## src/snr_pkg.sv

```systemverilog
`timescale 1ns / 1ps
`default_nettype none
// ---------------------------------------------------------------------------
// snr_pkg
// Shared types and constants for the SPI NOR request splitter.
// ---------------------------------------------------------------------------
package snr_pkg;

  localparam int ADDR_W       = 24;
  localparam int LEN_W        = 14;
  localparam int PAGE_BYTES   = 256;
  localparam int SECTOR_BYTES = 4096;
  localparam int MAX_LENGTH   = 8192;
  localparam int PAGE_LOG2    = $clog2(PAGE_BYTES);
  localparam int SECT_LOG2    = $clog2(SECTOR_BYTES);
  localparam int SPAN_W       = ((SECT_LOG2 > LEN_W) ? SECT_LOG2 : LEN_W) + 1;

  typedef enum logic [1:0] {
    CMD_WRITE = 2'd0,
    CMD_READ  = 2'd1,
    CMD_ERASE = 2'd2,
    CMD_CHIP  = 2'd3
  } command_t;

  typedef enum logic [1:0] {
    KIND_PROGRAM = 2'd0,
    KIND_READ    = 2'd1,
    KIND_SECTOR  = 2'd2,
    KIND_CHIP    = 2'd3
  } kind_t;

  typedef enum logic {
    ST_IDLE,
    ST_RUN
  } state_t;

  typedef struct packed {
    command_t           command;
    logic [ADDR_W-1:0]  start_address;
    logic [LEN_W-1:0]   byte_length;
  } request_t;

  typedef struct packed {
    kind_t              kind;
    logic [ADDR_W-1:0]  flash_address;
    logic [LEN_W-1:0]   data_count;
    logic               write_enable_first;
    logic               last;
  } transaction_t;

  typedef struct packed {
    command_t           cmd;
    logic [ADDR_W-1:0]  addr;
    logic [LEN_W-1:0]   rem;
  } job_t;

endpackage

`default_nettype wire

```

## src/snr_step_unit.sv

```systemverilog
`timescale 1ns / 1ps
`default_nettype none
// ---------------------------------------------------------------------------
// snr_step_unit
// Shared arithmetic that forms one transaction from the current job and
// advances the job's address and remaining count.
// ---------------------------------------------------------------------------
module snr_step_unit (
  input  snr_pkg::job_t         job,
  output snr_pkg::transaction_t xact,
  output snr_pkg::job_t         job_next
);
  import snr_pkg::*;

  logic [LEN_W-1:0]  room;
  logic [LEN_W-1:0]  chunk;
  logic [ADDR_W-1:0] inc;
  logic [LEN_W-1:0]  dec;

  assign room  = LEN_W'(PAGE_BYTES) - LEN_W'(job.addr[PAGE_LOG2-1:0]);
  assign chunk = (room > job.rem) ? job.rem : room;

  always_comb begin
    xact = '0;
    inc  = '0;
    dec  = '0;
    unique case (job.cmd)
      CMD_WRITE: begin
        xact.kind               = KIND_PROGRAM;
        xact.flash_address      = job.addr;
        xact.data_count         = chunk;
        xact.write_enable_first = 1'b1;
        xact.last               = (job.rem == chunk);
        inc                     = ADDR_W'(chunk);
        dec                     = chunk;
      end
      CMD_READ: begin
        xact.kind               = KIND_READ;
        xact.flash_address      = job.addr;
        xact.data_count         = job.rem;
        xact.write_enable_first = 1'b0;
        xact.last               = 1'b1;
      end
      CMD_ERASE: begin
        xact.kind               = KIND_SECTOR;
        xact.flash_address      = job.addr;
        xact.write_enable_first = 1'b1;
        xact.last               = (job.rem == '0);
        inc                     = ADDR_W'(SECTOR_BYTES);
        dec                     = LEN_W'(1);
      end
      CMD_CHIP: begin
        xact.kind               = KIND_CHIP;
        xact.write_enable_first = 1'b1;
        xact.last               = 1'b1;
      end
      default: begin
        xact = '0;
      end
    endcase
  end

  assign job_next.cmd  = job.cmd;
  assign job_next.addr = job.addr + inc;
  assign job_next.rem  = job.rem - dec;

endmodule

`default_nettype wire

```

## src/spi_nor_request_splitter_core.sv

```systemverilog
`timescale 1ns / 1ps
`default_nettype none
// ---------------------------------------------------------------------------
// spi_nor_request_splitter_core
// Splits one flash request into its run of page-program, read, sector-erase
// or chip-erase transactions.
// ---------------------------------------------------------------------------
// A request holds the sequencer busy until its last transaction is emitted; the
// request is loaded into the job register, then each transaction into the output register.
// One transaction is formed per cycle by the shared step unit, which is the
// only arithmetic in the loop; a stalled output register holds the sequencer.
// A write of length zero leaves the sequencer idle and produces no output.
// Synchronous reset returns the sequencer to idle and clears the output valid.
module spi_nor_request_splitter_core (
  input  wire                   clk,
  input  wire                   rst,
  input  wire                   request_valid,
  output logic                  request_stall,
  input  snr_pkg::request_t     request,
  output logic                  transaction_valid,
  input  wire                   transaction_stall,
  output snr_pkg::transaction_t transaction
);
  import snr_pkg::*;

  state_t           state;
  state_t           state_next;
  job_t             job;
  job_t             job_next;
  job_t             job_load;
  job_t             job_step;
  transaction_t     step_xact;
  logic             accept;
  logic             emit;
  logic [LEN_W-1:0] len_sat;
  logic [SPAN_W-1:0] span_end;

  snr_step_unit u_step (
    .job      (job),
    .xact     (step_xact),
    .job_next (job_step)
  );

  assign accept  = request_valid && !request_stall;
  assign len_sat = (request.byte_length > LEN_W'(MAX_LENGTH)) ? LEN_W'(MAX_LENGTH)
                                                               : request.byte_length;
  assign span_end = SPAN_W'(request.start_address[SECT_LOG2-1:0]) + SPAN_W'(len_sat)
                    - SPAN_W'(1);

  always_comb begin
    job_load.cmd  = request.command;
    job_load.addr = request.start_address;
    job_load.rem  = len_sat;
    unique case (request.command)
      CMD_ERASE: begin
        job_load.addr = {request.start_address[ADDR_W-1:SECT_LOG2], {SECT_LOG2{1'b0}}};
        job_load.rem  = (len_sat == '0) ? '0 : LEN_W'(span_end >> SECT_LOG2);
      end
      CMD_CHIP: begin
        job_load.rem = '0;
      end
      default: begin
        job_load.rem = len_sat;
      end
    endcase
  end

  always_comb begin
    state_next = state;
    unique case (state)
      ST_IDLE: begin
        if (accept && !(request.command == CMD_WRITE && len_sat == '0)) begin
          state_next = ST_RUN;
        end
      end
      ST_RUN: begin
        if (emit && step_xact.last) begin
          state_next = ST_IDLE;
        end
      end
      default: state_next = ST_IDLE;
    endcase
  end

  always_comb begin
    request_stall = (state != ST_IDLE);
    emit          = (state == ST_RUN) && (!transaction_valid || !transaction_stall);
  end

  always_comb begin
    job_next = job;
    if (accept) begin
      job_next = job_load;
    end else if (emit) begin
      job_next = job_step;
    end
  end

  always_ff @(posedge clk) begin
    if (rst) begin
      state             <= ST_IDLE;
      transaction_valid <= 1'b0;
    end else begin
      state <= state_next;
      if (emit) begin
        transaction_valid <= 1'b1;
      end else if (!transaction_stall) begin
        transaction_valid <= 1'b0;
      end
    end
  end

  always_ff @(posedge clk) begin
    job <= job_next;
    if (emit) begin
      transaction <= step_xact;
    end
  end

endmodule

`default_nettype wire
```

## config.mk

```make
export PLATFORM = sky130hd
export DESIGN_NAME = spi_nor_request_splitter_core
export DESIGN_NICKNAME = d
export VERILOG_FILES = /design/src/snr_pkg.sv /design/src/snr_step_unit.sv /design/src/spi_nor_request_splitter_core.sv
export SDC_FILE = /design/constraint.sdc
export NUM_CORES = 1
export LEC_CHECK = 0
export ABC_AREA = 1
export BUFFER_PORTS_ARGS = -buffer_cell sky130_fd_sc_hd__buf_2
export CAP_MARGIN = 40
export CORE_ASPECT_RATIO = 1.4
export CORE_MARGIN = 4
export CORE_UTILIZATION = 59
export DETAILED_ROUTE_END_ITERATION = 12
export HOLD_SLACK_MARGIN = 0.02
export PLACE_DENSITY = 0.82
export SYNTH_ARGS = -nofsm -noshare
export SYNTH_HDL_FRONTEND = slang
export SYNTH_SLANG_ARGS = --single-unit
```

## constraint.sdc

```tcl
create_clock -name clk -period 5.3 [get_ports clk]
set_clock_uncertainty 0.1 [all_clocks]
set_input_delay 0 -clock clk [delete_from_list [all_inputs] [get_ports clk]]
set_output_delay 0 -clock clk [all_outputs]
set_load 0.01 [all_outputs]
```

==> summary.txt <==
Layout
  – Layout area overhead: 18.5%
  – Commonest non-fill, non-tap cell in the layout: nand2_1
  – Fin nets: 1001
  – Most frequent cells in the layout: nand2_1, inv_1, buf_2
  – Final Non-Filler Cells: roughly 1.0k
  – Diode count: 0
  – Layout cells sized above 1: 0.150

Die
  – Rows: 44
  – Die area: 12300 um2
  – Die Wd: 94.9 um
  – Die height: 130 um
  – Boundary Pins: 88
  – Core area: 10300 um2
  – Initial core utilization: 0.602

Worst setup path
  – Reg2Reg Depth: 30
  – Worst path most repeated cell: nand2_1
  – Critical path buffers and inverters: 3
  – Req. time, crit path: 5300 ps
  – Critical path class: flip-flop to flip-flop
  – CP top delay family: simple AND/OR/NAND/NOR gates
  – Critical path's slowest cell: edfxtp_1
  – WP depth: 30
  – CP endpoint kind: flip-flop
  – Crit-path max FO: 36
  – Critical Path AT: 4850 ps
  – Worst setup SP type: flip-flop
  – Critical Path Max Stage Delay: 440 ps

Min path
  – Hold Path Depth: 3
  – Worst min path class: input port to flip-flop

Yosys
  – Sequential element share of the synthesized area: 0.402
  – Synth Register Bits: between 80 and 90
  – Avg Cell Area, Syn: 8.04 um2
  – Post-synth top flop: edfxtp_1
  – Post-synth ARST share: 0
  – Area of the mapped netlist: 6230 um2
  – Synthesis Warnings: 0
  – Synth unique cells: 47
  – Post-Synthesis Cells: 775
  – Post-synth EDFFs: 82

Clock tree
  – Clock Pin Slew Worst Setup and Hold Paths: approximately 70 ps
  – Clock Tree Root: clkbuf_16
  – H-Tree Depth: 3
  – Post-CTS setup buffer count: 0
  – CTS buffer count: 9
  – Clock buffer depth: 2
  – Sink Count: 84
  – CTS tree: done
  – Worst skew pair latency: between 300 and 400 ps

Place
  – Placed Cells: 992
  – Setup WS pre-CTS: 452 ps
  – DP HPWL: ~13 mm
  – IO Port Bufs: 87
  – Routability cong.: 0.989

Drt
  – Vias: about 5.7k
  – Final WL: 17.0 mm
  – Routed len/inst: about 16 um
  – DRT Pass-1 Iters: 5
  – DRC errors left: 0
  – Avg Vias per Cell: around 5.5
  – Post-route ant nets: 0
  – DRT iter0 DRCs: a little over 400

Global route
  – Number of global-route vias before repair: around 6k
  – Largest net degree at the start of global routing: 43
  – Global-route wire length before repair: 27.6 mm
  – Total GRT Usage: 0.292
  – Overflow after GRT: 0
  – Initial antenna violation count: 0

STA
  – Setup TNS: 0 ps
  – Minimum clock period: 4850 ps
  – Final period utilization: 0.915
  – Worst-Margin Slew: 753 ps
  – Worst rel slew slack: 0.497
  – Fin. max-slew vios: 0
  – Final worst slack: 452 ps
  – Fmax: slightly above 200 MHz
  – Final Hold Viols: 0
  – Unrepaired setup endpoints after global routing: false
  – Setup violations, final: 0

Pwr
  – Max VDD drop: 0.256 mV
  – Design Power: 3.04 mW
  – Leakage power: 3.54 nW
  – Power Density: between 400 and 500 nW/um2

Run
  – Max Cap Violations: 0

Run status
  – Status: finished clean
routing by layer:
metal	wire length [um]	GRT usage
met2	8680	0.516
met4	746	0.160
met5	0	0
met3	896	0.0366
met1	6720	0.338
worst min-delay path, cell delays in order:
cell and delay, ps:
buf_2 140, inv_1 110, o22ai_1 100
stage by stage:
stage	hold WS, ps	util	instance area (um2)
after floorplan	-37.6	-	6250
after global placement	79.3	0.657	6800
after detailed placement	84.2	0.657	6800
after CTS	58.0	0.713	7380
after global routing	76.9	0.713	7380
final	71.9	0.713	7380
path summary, 6_finish.rpt:
path / start / to / slack, ps
worst max-delay path: job[14] / job[34] / 450
worst min-delay path: request[13] / job[13] / 70
worst max register to register: job[14] / job[34] / 450
worst min register to register: request_stall / transaction_valid / 430
power by group:
group / internal (mW) / switching [mW] / total, mW
Clock: 0.320 / 0.268 / 0.588
Sequential: 0.916 / 0.113 / 1.03
Combinational: 0.535 / 0.886 / 1.42
Total: 1.77 / 1.27 / 3.04
Yosys cell counts, types with 3 or more instances:
cell | count | share of area
nand3_1 | 58 | 0.047
o22ai_1 | 12 | 0.012
nor2_2 | 3 | 0.0030
o21ai_2 | 3 | 0.0042
o21ai_0 | 35 | 0.028
nor3_1 | 11 | 0.0088
buf_1 | 5 | 0.0030
or2_2 | 4 | 0.0040
nor4_1 | 3 | 0.0030
o21ai_1 | 15 | 0.012
o21a_1 | 3 | 0.0036
a21oi_2 | 3 | 0.0042
a31oi_1 | 9 | 0.0090
nand2_2 | 4 | 0.0040
xor2_1 | 10 | 0.014
inv_2 | 5 | 0.0030
nor2_1 | 82 | 0.049
a21oi_1 | 29 | 0.023
ha_1 | 59 | 0.12
clkbuf_1 | 9 | 0.0054
nand4_1 | 15 | 0.015
xnor2_1 | 7 | 0.0098
inv_1 | 129 | 0.078
a21o_1 | 4 | 0.0048
edfxtp_1 | 82 | 0.40
nand2_1 | 146 | 0.088
kinds of logic (layout without fill, tap and decap cells):
logic type	after synthesis	count (layout)	share of synthesized area
buf+inv	153	273	0.0966
xor+xnor	17	17	0.0239
flops	84	84	0.402
compound gates	123	123	0.117
fa+ha+maj	61	61	0.125
other cells	2	8	0.00121
simple gates	335	335	0.235
final cells by class:
class | count | area, um2
Multi-Input combinational cell | 544 | 3150
Fill cell | 834 | 2970
Sequential cell | 84 | 2500
Timing Repair Buffer | 122 | 776
Inverter | 135 | 507
Clock buffer | 9 | 225
Tap cell | 138 | 173
Clock inverter | 7 | 51.3
state kept, by name, indices dropped and copies added (netlist names):
signal	count
request_stall	1
job	40
transaction_valid	1
transaction	42
what timing repair did:
item | 4_1_cts | 5_1_grt
hold endpoints to repair | 30 | 0
hold buffers | 31 | 0
resized for setup | 0 | 1
setup endpoints to repair | 0 | 4
Power figures use the tool's default switching activity.
